`src/rtl/lru_pr_pkg.sv`:
```
// Shared types and constants for the LRU page replacement block.
package lru_pr_pkg;

    localparam int CFG_W   = 6;
    localparam int FRAME_W = 5;
    localparam int FAULT_W = 16;

    localparam logic [CFG_W-1:0]   CFG_RESET = 6'd3;
    localparam logic [FAULT_W-1:0] FAULT_MAX = 16'hFFFF;

    typedef enum logic [1:0] {
        ST_IDLE,
        ST_LOOK,
        ST_UPD
    } state_t;

    // broadcast from the controller to every cell
    typedef struct packed {
        logic look;
        logic commit;
        logic is_hit;
        logic any_empty;
    } cell_ctl_t;

    // priority chain handed from cell to cell, lowest index first
    typedef struct packed {
        logic hit_seen;
        logic empty_seen;
        logic vict_seen;
    } cell_chain_t;

endpackage

```
`src/rtl/lru_pr_cell.sv`:
```
// One page frame: stored page, valid bit, recency rank and priority chain stage.
module lru_pr_cell import lru_pr_pkg::*; #(
    parameter int MAX_FRAMES = 32,
    parameter int PAGE_BITS  = 8,
    localparam int RANK_W    = $clog2(MAX_FRAMES)
) (
    input  logic                 aclk,
    input  logic                 aresetn,
    input  logic                 in_range,
    input  logic [PAGE_BITS-1:0] page,
    input  logic                 vict_cand,
    input  cell_ctl_t            ctl,
    input  logic [RANK_W-1:0]    hit_rank,
    input  cell_chain_t          chain_in,
    output cell_chain_t          chain_out,
    output logic                 sel,
    output logic                 hit_sel,
    output logic [RANK_W-1:0]    rank,
    output logic [PAGE_BITS-1:0] stored_page
);

    localparam logic [RANK_W-1:0] RANK_MAX = RANK_W'(MAX_FRAMES - 1);

    logic [PAGE_BITS-1:0] page_reg;
    logic                 valid_reg;
    logic [RANK_W-1:0]    rank_reg;
    logic                 hit_flag_reg;
    logic                 empty_flag_reg;
    logic                 cand_reg;
    logic                 empty_sel;
    logic                 vict_sel;
    logic                 ages;

    assign hit_sel   = hit_flag_reg & ~chain_in.hit_seen;
    assign empty_sel = empty_flag_reg & ~chain_in.empty_seen;
    assign vict_sel  = cand_reg & ~chain_in.vict_seen;

    assign chain_out.hit_seen   = chain_in.hit_seen | hit_flag_reg;
    assign chain_out.empty_seen = chain_in.empty_seen | empty_flag_reg;
    assign chain_out.vict_seen  = chain_in.vict_seen | cand_reg;

    always_comb begin
        if (ctl.is_hit) begin
            sel = hit_sel;
        end else if (ctl.any_empty) begin
            sel = empty_sel;
        end else begin
            sel = vict_sel;
        end
    end

    assign ages = in_range & valid_reg & (rank_reg != RANK_MAX)
                & (~ctl.is_hit | (rank_reg < hit_rank));

    assign rank        = rank_reg;
    assign stored_page = page_reg;

    always_ff @(posedge aclk) begin
        if (!aresetn) begin
            valid_reg      <= 1'b0;
            rank_reg       <= '0;
            hit_flag_reg   <= 1'b0;
            empty_flag_reg <= 1'b0;
            cand_reg       <= 1'b0;
        end else begin
            if (ctl.look) begin
                hit_flag_reg   <= in_range & valid_reg & (page_reg == page);
                empty_flag_reg <= in_range & ~valid_reg;
                cand_reg       <= vict_cand;
            end
            if (ctl.commit) begin
                if (sel) begin
                    rank_reg <= '0;
                    if (!ctl.is_hit) begin
                        valid_reg <= 1'b1;
                    end
                end else if (ages) begin
                    rank_reg <= rank_reg + RANK_W'(1);
                end
            end
        end
    end

    always_ff @(posedge aclk) begin
        if (ctl.commit && sel && !ctl.is_hit) begin
            page_reg <= page;
        end
    end

endmodule

```
`src/rtl/lru_page_replacement_top.sv`:
```
// LRU page replacement: a row of frame cells with a two-step lookup/update controller.
// A reference accepted in ST_IDLE passes ST_LOOK, then ST_UPD; m_valid rises once ST_UPD commits to a free output.
// Each reference takes a lookup step, then an update step of the cell row.
// The next reference is taken in the update cycle while the output register is free to load.
// Reset (synchronous, aresetn low): all frames empty, ranks and fault count zero,
// frames_in_use back to 3; no clearing pass is needed.
module lru_page_replacement_top import lru_pr_pkg::*; #(
    parameter int MAX_FRAMES = 32,
    parameter int PAGE_BITS  = 8
) (
    input  logic                 aclk,
    input  logic                 aresetn,
    input  logic                 cfg_valid,
    output logic                 cfg_ready,
    input  logic [CFG_W-1:0]     cfg_data,
    input  logic                 s_valid,
    output logic                 s_ready,
    input  logic [PAGE_BITS-1:0] s_virtual_page,
    output logic                 m_valid,
    input  logic                 m_ready,
    output logic                 m_hit,
    output logic [FRAME_W-1:0]   m_frame_used,
    output logic                 m_evicted_valid,
    output logic [PAGE_BITS-1:0] m_evicted_page,
    output logic [FAULT_W-1:0]   m_fault_count
);

    localparam int RANK_W = $clog2(MAX_FRAMES);
    localparam int IDX_W  = $clog2(MAX_FRAMES);
    localparam int CNT_W  = $clog2(MAX_FRAMES + 1);

    state_t state_reg, state_next;

    logic [CFG_W-1:0]     frames_reg;
    logic [PAGE_BITS-1:0] page_reg;
    logic [FAULT_W-1:0]   faults_reg;
    logic                 m_valid_reg;
    logic                 m_hit_reg;
    logic [IDX_W-1:0]     m_slot_reg;
    logic                 m_ev_valid_reg;
    logic [PAGE_BITS-1:0] m_ev_page_reg;

    logic [CNT_W-1:0]      n_eff;
    logic [MAX_FRAMES-1:0] in_range;
    logic [MAX_FRAMES-1:0] elim_cand;
    logic [MAX_FRAMES-1:0] elim_bits;
    logic [MAX_FRAMES-1:0] cell_sel;
    logic [MAX_FRAMES-1:0] cell_hit_sel;
    logic [RANK_W-1:0]     cell_rank [MAX_FRAMES];
    logic [PAGE_BITS-1:0]  cell_page [MAX_FRAMES];
    cell_chain_t           chain [MAX_FRAMES+1];
    cell_ctl_t             ctl;

    logic                 s_fire;
    logic                 out_free;
    logic                 is_hit;
    logic                 any_empty;
    logic [RANK_W-1:0]    hit_rank;
    logic [IDX_W-1:0]     slot;
    logic [PAGE_BITS-1:0] ev_page;

    assign cfg_ready = 1'b1;

    always_comb begin
        if (frames_reg == '0) begin
            n_eff = CNT_W'(1);
        end else if (int'(frames_reg) > MAX_FRAMES) begin
            n_eff = CNT_W'(MAX_FRAMES);
        end else begin
            n_eff = CNT_W'(frames_reg);
        end
        for (int i = 0; i < MAX_FRAMES; i++) begin
            in_range[i] = (i < int'(n_eff));
        end
    end

    // MSB-first elimination leaves the frames holding the largest rank
    always_comb begin
        elim_cand = in_range;
        elim_bits = '0;
        for (int b = RANK_W - 1; b >= 0; b--) begin
            for (int i = 0; i < MAX_FRAMES; i++) begin
                elim_bits[i] = cell_rank[i][b];
            end
            if (|(elim_cand & elim_bits)) begin
                elim_cand = elim_cand & elim_bits;
            end
        end
    end

    assign chain[0]  = '0;
    assign is_hit    = chain[MAX_FRAMES].hit_seen;
    assign any_empty = chain[MAX_FRAMES].empty_seen;

    for (genvar g = 0; g < MAX_FRAMES; g++) begin : g_cell
        lru_pr_cell #(
            .MAX_FRAMES (MAX_FRAMES),
            .PAGE_BITS  (PAGE_BITS)
        ) u_cell (
            .aclk        (aclk),
            .aresetn     (aresetn),
            .in_range    (in_range[g]),
            .page        (page_reg),
            .vict_cand   (elim_cand[g]),
            .ctl         (ctl),
            .hit_rank    (hit_rank),
            .chain_in    (chain[g]),
            .chain_out   (chain[g+1]),
            .sel         (cell_sel[g]),
            .hit_sel     (cell_hit_sel[g]),
            .rank        (cell_rank[g]),
            .stored_page (cell_page[g])
        );
    end

    always_comb begin
        hit_rank = '0;
        slot     = '0;
        ev_page  = '0;
        for (int i = 0; i < MAX_FRAMES; i++) begin
            if (cell_hit_sel[i]) begin
                hit_rank = hit_rank | cell_rank[i];
            end
            if (cell_sel[i]) begin
                slot    = slot | IDX_W'(i);
                ev_page = ev_page | cell_page[i];
            end
        end
    end

    assign out_free = ~m_valid_reg | m_ready;
    assign s_fire   = s_valid & s_ready;

    always_comb begin
        state_next = state_reg;
        case (state_reg)
            ST_IDLE: begin
                if (s_fire) begin
                    state_next = ST_LOOK;
                end
            end
            ST_LOOK: begin
                state_next = ST_UPD;
            end
            ST_UPD: begin
                if (out_free) begin
                    state_next = s_fire ? ST_LOOK : ST_IDLE;
                end
            end
            default: begin
                state_next = ST_IDLE;
            end
        endcase
    end

    always_comb begin
        s_ready       = 1'b0;
        ctl.look      = 1'b0;
        ctl.commit    = 1'b0;
        ctl.is_hit    = is_hit;
        ctl.any_empty = any_empty;
        case (state_reg)
            ST_IDLE: begin
                s_ready = 1'b1;
            end
            ST_LOOK: begin
                ctl.look = 1'b1;
            end
            ST_UPD: begin
                s_ready    = out_free;
                ctl.commit = out_free;
            end
            default: begin
                s_ready = 1'b0;
            end
        endcase
    end

    always_ff @(posedge aclk) begin
        if (!aresetn) begin
            state_reg   <= ST_IDLE;
            frames_reg  <= CFG_RESET;
            faults_reg  <= '0;
            m_valid_reg <= 1'b0;
        end else begin
            state_reg <= state_next;
            if (cfg_valid && cfg_ready) begin
                frames_reg <= cfg_data;
            end
            if (ctl.commit) begin
                m_valid_reg <= 1'b1;
                if (!is_hit && faults_reg != FAULT_MAX) begin
                    faults_reg <= faults_reg + FAULT_W'(1);
                end
            end else if (m_ready) begin
                m_valid_reg <= 1'b0;
            end
        end
    end

    always_ff @(posedge aclk) begin
        if (s_fire) begin
            page_reg <= s_virtual_page;
        end
        if (ctl.commit) begin
            m_hit_reg      <= is_hit;
            m_slot_reg     <= slot;
            m_ev_valid_reg <= ~is_hit & ~any_empty;
            m_ev_page_reg  <= (~is_hit & ~any_empty) ? ev_page : '0;
        end
    end

    assign m_valid         = m_valid_reg;
    assign m_hit           = m_hit_reg;
    assign m_frame_used    = FRAME_W'(m_slot_reg);
    assign m_evicted_valid = m_ev_valid_reg;
    assign m_evicted_page  = m_ev_page_reg;
    assign m_fault_count   = faults_reg;

endmodule

```
`config.mk`:
```
export PLATFORM = sky130hd
export DESIGN_NAME = lru_page_replacement_top
export DESIGN_NICKNAME = d
export VERILOG_FILES = /design/src/rtl/lru_pr_pkg.sv /design/src/rtl/lru_pr_cell.sv /design/src/rtl/lru_page_replacement_top.sv
export SDC_FILE = /design/constraint.sdc
export NUM_CORES = 2
export LEC_CHECK = 0
export BUFFER_PORTS_ARGS = -buffer_cell sky130_fd_sc_hd__buf_2
export CAP_MARGIN = 20
export CORE_MARGIN = 2
export CORE_UTILIZATION = 40
export CTS_CLUSTER_DIAMETER = 150
export DETAILED_ROUTE_END_ITERATION = 8
export GPL_TIMING_DRIVEN = 0
export PLACE_DENSITY = 0.62
export SYNTH_ARGS = -nofsm -noshare
export SYNTH_HDL_FRONTEND = slang
export SYNTH_SLANG_ARGS = --single-unit
```
`constraint.sdc`:
```
create_clock -name aclk -period 19.1 [get_ports aclk]
set_input_delay 2.865 -clock aclk [delete_from_list [all_inputs] [get_ports aclk]]
set_output_delay 2.865 -clock aclk [all_outputs]
set_load 0.01 [all_outputs]
```
### After elaboration in Yosys (flattened, before gate mapping)

Cells that the tools add are included.

* output and inout bits: 34
* logic and storage cells: 1753
* bits in registers: 592
* bits of input ports: 19

* bitwise logic cells: 575
* $lt $le $gt $ge: 65
* eq/ne operators: 139
* muxes and demuxes: 593
* reductions and logical operators: 143
* $add $sub $neg: 33

Operators with widths (count)
* $mux 5: 160
* $mux 1: 363
* $eq 8x8->1: 32
* $mux 8: 32
* $and 1x1->1: 255
* $or 8x8->8: 31
* $add 5x1->5 const B: 32
* $and 32x32->32: 5
* $lt 5x5->1: 32
* $mux 32: 5
* $ne 5x5->1 const B: 32
* $reduce_or 32->1: 5
* $or 5x5->5: 31
* $not 1->1: 128
* $or 1x1->1: 125
* $ne 3x1->1 const B: 33
* $lt 5x6->1 const A: 16
* $reduce_and 3->1: 32
* $ne 2x1->1 const B: 36
* $reduce_and 2->1: 34
* $logic_and 1x1->1: 65
* $lt 4x6->1 const A: 8
* $mux 16: 3
* $mux 4: 8
* other kinds (21): 45

### Depth between registers and ports, before layout

* word-level depth: 96
* depth in mapped cells: 29
* depth with buffers taken out: 28

### Cells and area by module

From an unflattened synthesis, not the netlist that was laid out.

* cells, all modules: 4338
* area, all modules: 40832.9 um^2

By module, submodules not included
* lru_pr_cell (g_cell[0].u_cell ...): instances 21, area an instance 965.9 um^2, cells each 92, seq. area each 420.4 um^2
* lru_pr_cell (g_cell[29].u_cell ...): instances 11, area an instance 948.4 um^2, cells each 93, seq. area each 420.4 um^2
* lru_page_replacement_top: instances 1, area an instance 10116.0 um^2, cells each 1383, seq. area each 1191.1 um^2

### Least setup slack after synthesis

Ideal clock, no wire load.

* path kind: register to register
* from: register g_cell[1].u_cell.hit_flag_reg
* to: register g_cell[17].u_cell.rank_reg[3]
* setup slack: 12.018 ns
* path buffers: 1
* arrival: 7.011 ns
* period minus slack after synthesis: 7.082 ns
* setup time: 0.070 ns
* data required time: 19.030 ns
* cell stages (with the launch flop): 26
* path through: dfxtp_1 clkbuf_1 nor2_1 a21oi_1 o21ai_0 a221o_1 a221oi_1 nand2_1 a221o_1 a221o_1 a221o_1 a221oi_1 nand3_1 a221oi_1 nand2_1 a221oi_1 nand2_1 a221oi_1 ha_1 a21o_1 a21oi_1 a21oi_1 a2111oi_2 nand3_1 or4_1 a21oi_1

* longest elaborated chain between the ends: 67
* elaborated cells on any way between the ends: 163
* those cells by class: 1 x order compare; 1 x eq/ne; 35 x mux; 125 x bitwise; 1 x reduce/logical

Ends and longest elaborated chain
* from (decl): line lru_pr_cell.sv:27 `logic hit_flag_reg;`
* from (signal assigned): line lru_pr_cell.sv:67 `hit_flag_reg <= in_range & valid_reg & (page_reg == page);`
* $and 1x1->1 or $or 1x1->1 (tied branches): line lru_pr_cell.sv:34, lru_pr_cell.sv:38
* $mux 5 or $not 1->1 (tied branches): line lru_page_replacement_top.sv:121, lru_pr_cell.sv:34
* $or 5x5->5 or $and 1x1->1 (tied branches): line lru_page_replacement_top.sv:122, lru_pr_cell.sv:34
* $mux 5: line lru_page_replacement_top.sv:121 `if (cell_hit_sel[i]) begin`
* $or 5x5->5: line lru_page_replacement_top.sv:122 `hit_rank = hit_rank | cell_rank[i];`
* $mux 5: line lru_page_replacement_top.sv:121
* $or 5x5->5: line lru_page_replacement_top.sv:122
* $mux 5: line lru_page_replacement_top.sv:121
* (+51 left out)
* $mux 5: line lru_page_replacement_top.sv:121
* $or 5x5->5: line lru_page_replacement_top.sv:122
* $mux 5: line lru_page_replacement_top.sv:121
* $lt 5x5->1: line lru_pr_cell.sv:53 `& (~ctl.is_hit | (rank_reg < hit_rank));`
* $or 1x1->1: line lru_pr_cell.sv:53
* $and 1x1->1: line lru_pr_cell.sv:53
* $ne 3x1->1 (no source line)
* $reduce_and 2->1 (no source line)
* to (signal assigned): line lru_pr_cell.sv:78 `rank_reg <= rank_reg + RANK_W'(1);`
* to (decl): line lru_pr_cell.sv:26 `logic [RANK_W-1:0] rank_reg;`

Several ways; a longest one is shown, not always the timed one. The select of a mux whose other input is x is not followed.
A chain may end at the register's enable or synchronous reset.

### Worst setup path after layout

* from: register frames_reg[1]
* to: register g_cell[13].u_cell.cand_reg

* longest elaborated chain between the ends: 21
* elaborated cells on any way between the ends: 53
* those cells by class: 33 x order compare; 9 x mux; 5 x bitwise; 6 x reduce/logical

Ends and longest elaborated chain
* from (decl): line lru_page_replacement_top.sv:34 `logic [CFG_W-1:0] frames_reg;`
* from (signal assigned): line lru_page_replacement_top.sv:188 `frames_reg <= cfg_data;`
* $gt 6x6->1: line lru_page_replacement_top.sv:67 `end else if (int'(frames_reg) > MAX_FRAMES) begin`
* $mux 6: line lru_page_replacement_top.sv:67
* $mux 6 *: line lru_page_replacement_top.sv:65 `if (frames_reg == '0) begin`
* $lt 1x6->1 (tied with other cells): line lru_page_replacement_top.sv:73 `in_range[i] = (i < int'(n_eff));`
* $and 32x32->32: line lru_page_replacement_top.sv:85, lru_page_replacement_top.sv:86
* $reduce_or 32->1: line lru_page_replacement_top.sv:85 `if (|(elim_cand & elim_bits)) begin`
* $mux 32 *: line lru_page_replacement_top.sv:85
* $and 32x32->32: line lru_page_replacement_top.sv:85, lru_page_replacement_top.sv:86
* (+5 left out)
* $and 32x32->32: line lru_page_replacement_top.sv:85, lru_page_replacement_top.sv:86
* $reduce_or 32->1: line lru_page_replacement_top.sv:85
* $mux 32 *: line lru_page_replacement_top.sv:85
* $and 32x32->32: line lru_page_replacement_top.sv:85, lru_page_replacement_top.sv:86
* $reduce_or 32->1: line lru_page_replacement_top.sv:85
* $mux 32 *: line lru_page_replacement_top.sv:85
* $mux 1 *: line lru_pr_cell.sv:66 `if (ctl.look) begin`
* $mux 1 *: line lru_pr_cell.sv:59 `if (!aresetn) begin`
* to (signal assigned): line lru_pr_cell.sv:69 `cand_reg <= vict_cand;`
* to (decl): line lru_pr_cell.sv:29 `logic cand_reg;`

Every way passes the cells marked *; elsewhere a longest branch is shown, timed or not. The select of a mux whose other input is x is not followed.

==> impl.org <==
** Pwr
- Internal power comes to 2230 µW.
- Proportion of power drawn by flip-flops and latches :: between 40 and 50%
- Power density normalized to cell area :: 76.9 nW/µm²
- In this run the power spent charging and discharging nets is 901 µW.
- Of the total power, the share spent switching nets is 28.8%.
- The share of total power dissipated in combinational logic is 11.2%.
- Across the VDD grid, the largest voltage drop is 0.000109 V.
- The share of total power dissipated in the clock network is 45.4%.
- Lkg Pwr :: 0.0150 µW

** Synthesis
- The Yosys step of the flow raised 0 warnings.
- The cell area that synthesis handed to floorplanning was 35400 µm².
- Synthesis inferred 592 register bits.
- Most used flip-flop cell after synthesis :: dfxtp_1
- The commonest cells after synthesis are nand2_1, nor2_1, dfxtp_1.
- The synthesized design contains between 200 and 300 enable-type register cells.
- The number of different library cells used by synthesis comes to 104.
- Syn Nets :: slightly below 4k
- A synthesized cell averages 9.48 µm².
- Sequential-to-total area share from yosys stat :: 41.4%
- The share of synthesized area in the top cell type comes to 23.7%.
- By area the synthesized netlist is led by edfxtp_1, dfxtp_1, ha_1, xor2_1, nand2_1.
- In the synthesized netlist, the number of instances is 3736.
- Top cell type by total area after synthesis :: edfxtp_1
- FFs w/ async S/R, synth :: 0%

** Timing
- Post-Route Hold Slack :: 0.460 ns
- The worst path uses 47.3% of the clock period.
- For the final database, setup skew stands at approximately 0.045 ns.
- Setup violations remaining at the end of the flow were counted as 0.
- Final min period :: roughly 9 ns
- Worst slew pin tran :: between 1 and 1.5 ns
- Final hold violation count :: 0
- Based on the critical path, the design can be clocked at up to 0.111 GHz.
- Setup WS post-layout :: between 10 and 15 ns
- Final-layout setup total negative slack :: 0 ns
- Setup repair after global routing left no endpoint under its margin.
- Total count of max-transition violations in the final report :: 0
- Relative slew slack :: 12.9%

** Flow run
- Max-cap violations in this run came to 0.

** Worst hold path
- Hold WC Path Type :: reg -> reg
- The worst hold path was traced through 2 stages.
- The worst hold path terminates at g_cell[17].u_cell.empty_flag_reg$_SDFFE_PN0P_.
- In this run the most critical hold path is launched from g_cell[17].u_cell.empty_flag_reg$_SDFFE_PN0P_.

** Die
- Floorplan Core Area :: 88100 µm²
- Row generation in the floorplan step produced 109 rows.
- Height of the chip :: approximately 300 µm
- IO Count :: 53
- The floorplan step defined a die boundary enclosing 90900 µm².
- The initial utilization of the core area, before any placement, comes to roughly 40%.
- In this run the horizontal extent of the chip is 302 µm.

** CTS
- Number of buffers inserted by post-CTS setup repair :: 0
- The clock net in this run drives a total of roughly 590 sinks.
- TritonCTS clock tree :: done
- Resize count post-CTS :: 0
- Clock-pin slew was measured on the worst setup and hold paths at ~0.060 ns.
- Number of buffers created by CTS :: 72
- The longest clock path from root to sink contains 3 buffers.
- Insertion delay of the later-clocked pin in the worst-skew pair :: approximately 0.70 ns
- The H-tree was split into 3 levels.
- Hold repair after CTS inserted 0 buffers.
- Clk Tree Root Cell :: clkbuf_16

** Layout
- The post-route netlist has 10.3% of its cells at a drive strength greater than 1.
- From synthesis to final layout, the design area changed by 15.0%.
- The final layout contains 4153 nets.
- The register with the most flip-flops in the layout has 256 of them.
- Final cell count without fillers :: 5169
- After routing the design area is 40700 µm².

** Placed design
- In this run the cell area measured after placement is 38100 µm².
- Including well taps, the total number of placed cells is about 5k.
- Prior to clock tree synthesis, the placed netlist has a worst setup slack of 10.68 ns.
- During placement, the flow inserted port buffers numbering 49.
- Post-DP HPWL :: 164000 µm
- Final weighted congestion in routability-driven placement :: 1.11

** Routing
- The routed design uses between 20000 and 25000 µm of met3 wire.
- After the first detailed-routing iteration, the DRC count stood at 5753.
- After detailed routing, the number of remaining DRC violations is 0.
- The detail route stage leaves a number of antenna-violating nets equal to 0.
- Met1 wire length :: between 70000 and 80000 µm
- For this run, the detailed router's first-pass iteration total came to 9.
- Signal routing reaches up to met5.
- After detailed routing, the average wire length per cell comes to 40.1 µm.
- Wire length after detailed routing :: 207000 µm
- DR WL met2 :: 86400 µm
- The detailed router placed ~36k vias in this run.
- In the routed layout, each cell is associated on average with a via count of 6.88.

** Critical path
- Length in cells of the worst reg-to-reg path :: 25
- STA classifies the critical path endpoint as a register.
- Across all register-to-register paths, the minimum setup slack is 10.06 ns.
- Arrival time reported for the critical path endpoint :: 9.64 ns
- Startpoint type of the worst setup path :: register
- Type of the worst setup path :: reg -> reg
- In this run the critical register-to-register path is captured at g_cell[13].u_cell.cand_reg$_SDFFE_PN0P_.
- RR Startpoint :: frames_reg[1]$_SDFFE_PN1P_
- Along the worst path, the maximum fanout reaches 10.
- Critical Path RT :: slightly below 20 ns

** GRT
- The first global-routing pass estimated 277000 µm of wire.
- Entering global routing, the biggest net connects 34 pins.
- The number of global-route vias before repair came to 32.9k.
- For this run, the total global-route usage over all layers was measured as 44.7%.
- Overflow after GRT :: 0
- Antenna violations before repair :: 22

** Status
- The run finished with clean final reports.
area by class of cell:
| cell class | count | area (µm²) |
|---|---|---|
| flip-flops and latches | 592 | 14600 |
| clock inverters | 38 | 429 |
| inverters | 65 | 244 |
| multi-input cells | 2859 | 19700 |
| well taps | 1165 | 1460 |
| diodes | 7 | 17.5 |
| repair buffers | 131 | 1340 |
| plain buffers | 220 | 976 |
| fillers | 8667 | 47400 |
| clock buffers | 92 | 1950 |
worst max-delay path by stage:
stage / from / end / cells after the start
6_report: frames_reg[1]$_SDFFE_PN1P_ / g_cell[13].u_cell.cand_reg$_SDFFE_PN0P_ / 25
5_1_grt: frames_reg[1]$_SDFFE_PN1P_ / g_cell[13].u_cell.cand_reg$_SDFFE_PN0P_ / 25
4_1_cts: frames_reg[1]$_SDFFE_PN1P_ / g_cell[9].u_cell.cand_reg$_SDFFE_PN0P_ / 25
3_5_place_dp: frames_reg[1]$_SDFFE_PN1P_ / g_cell[9].u_cell.cand_reg$_SDFFE_PN0P_ / 25
3_3_place_gp: g_cell[0].u_cell.hit_flag_reg$_SDFFE_PN0P_ / g_cell[20].u_cell.rank[2]$_SDFFE_PN0P_ / 25
2_1_floorplan: g_cell[1].u_cell.hit_flag_reg$_SDFFE_PN0P_ / g_cell[17].u_cell.rank[3]$_SDFFE_PN0P_ / 25
metrics by stage:
stage               total power, µW  utilization, %
CTS                            3100            45.9
finish                         3130            46.2
detailed placement             1710            43.2
floorplan                      1540               -
global placement               1700            42.1
global route                   3170            46.2
power groups by stage:
stage	clock, µW	sequential, µW	combinational [µW]
2_1_floorplan	0	1380	158
3_3_place_gp	0	1390	304
3_5_place_dp	0	1390	324
4_1_cts	1420	1360	325
5_1_grt	1460	1360	351
6_report	1420	1360	350
worst max-delay path, stage by stage (launching register included):
cell and delay [ns]:
dfxtp_1 0.30, buf_4 0.15, buf_4 0.22, nor3_1 0.08, o21bai_1 0.82, a22o_1 0.29
or4_4 0.14, nor4_4 0.04, buf_6 0.17, o221a_2 0.33, a2111oi_2 1.00, nand4_2 0.22
nor2_4 0.42, buf_2 0.40, o211ai_1 0.31, o2111a_1 0.37, and4_4 0.29, buf_4 0.22
a21o_1 0.26, and3_1 0.30, a221oi_1 0.45, nand4_1 0.28, nor3b_2 0.50, clkbuf_1 0.71
o2111ai_1 0.35, a22oi_2 0.27
routing by layer:
layer  vias to the layer above  track usage, %
li1                      14600               -
met1                     17300            54.5
met2                      2742            65.8
met3                       872            10.2
met4                        10            39.7
met5                         -          0.0529
layout by cell type, fill, tap and decap left out, types with 29 or more instances in the layout:
cell and count:
a21oi_1 191, a221o_1 33, a221oi_1 46, a222oi_1 29, a22o_1 53, a22oi_1 96, a22oi_2 30, and3_1 63
buf_1 30, buf_2 79, buf_4 31, clkbuf_1 161, clkbuf_16 73, dfxtp_1 313, edfxtp_1 279, ha_1 193
inv_1 62, nand2_1 344, nand3_1 92, nand4_1 91, nor2_1 344, nor2b_1 40, nor3_1 94, nor4_1 58
o211ai_1 39, o21a_1 57, o21ai_0 138, xnor2_1 118, xor2_1 187
logic make-up after synthesis:
group                    after synthesis  share of synthesized area (%)
adder cells (fa/ha/maj)              197                           6.93
other                                  1                         0.0106
flip-flops                           592                           41.4
XOR/XNOR                             305                           7.55
buffers and inverters                285                           3.44
multiplexers                          27                          0.792
AND/OR/NAND/NOR                     1331                           19.0
AO/OA/AOI/OAI                        998                           21.0
Note: power is estimated with default switching activity, not from simulation.
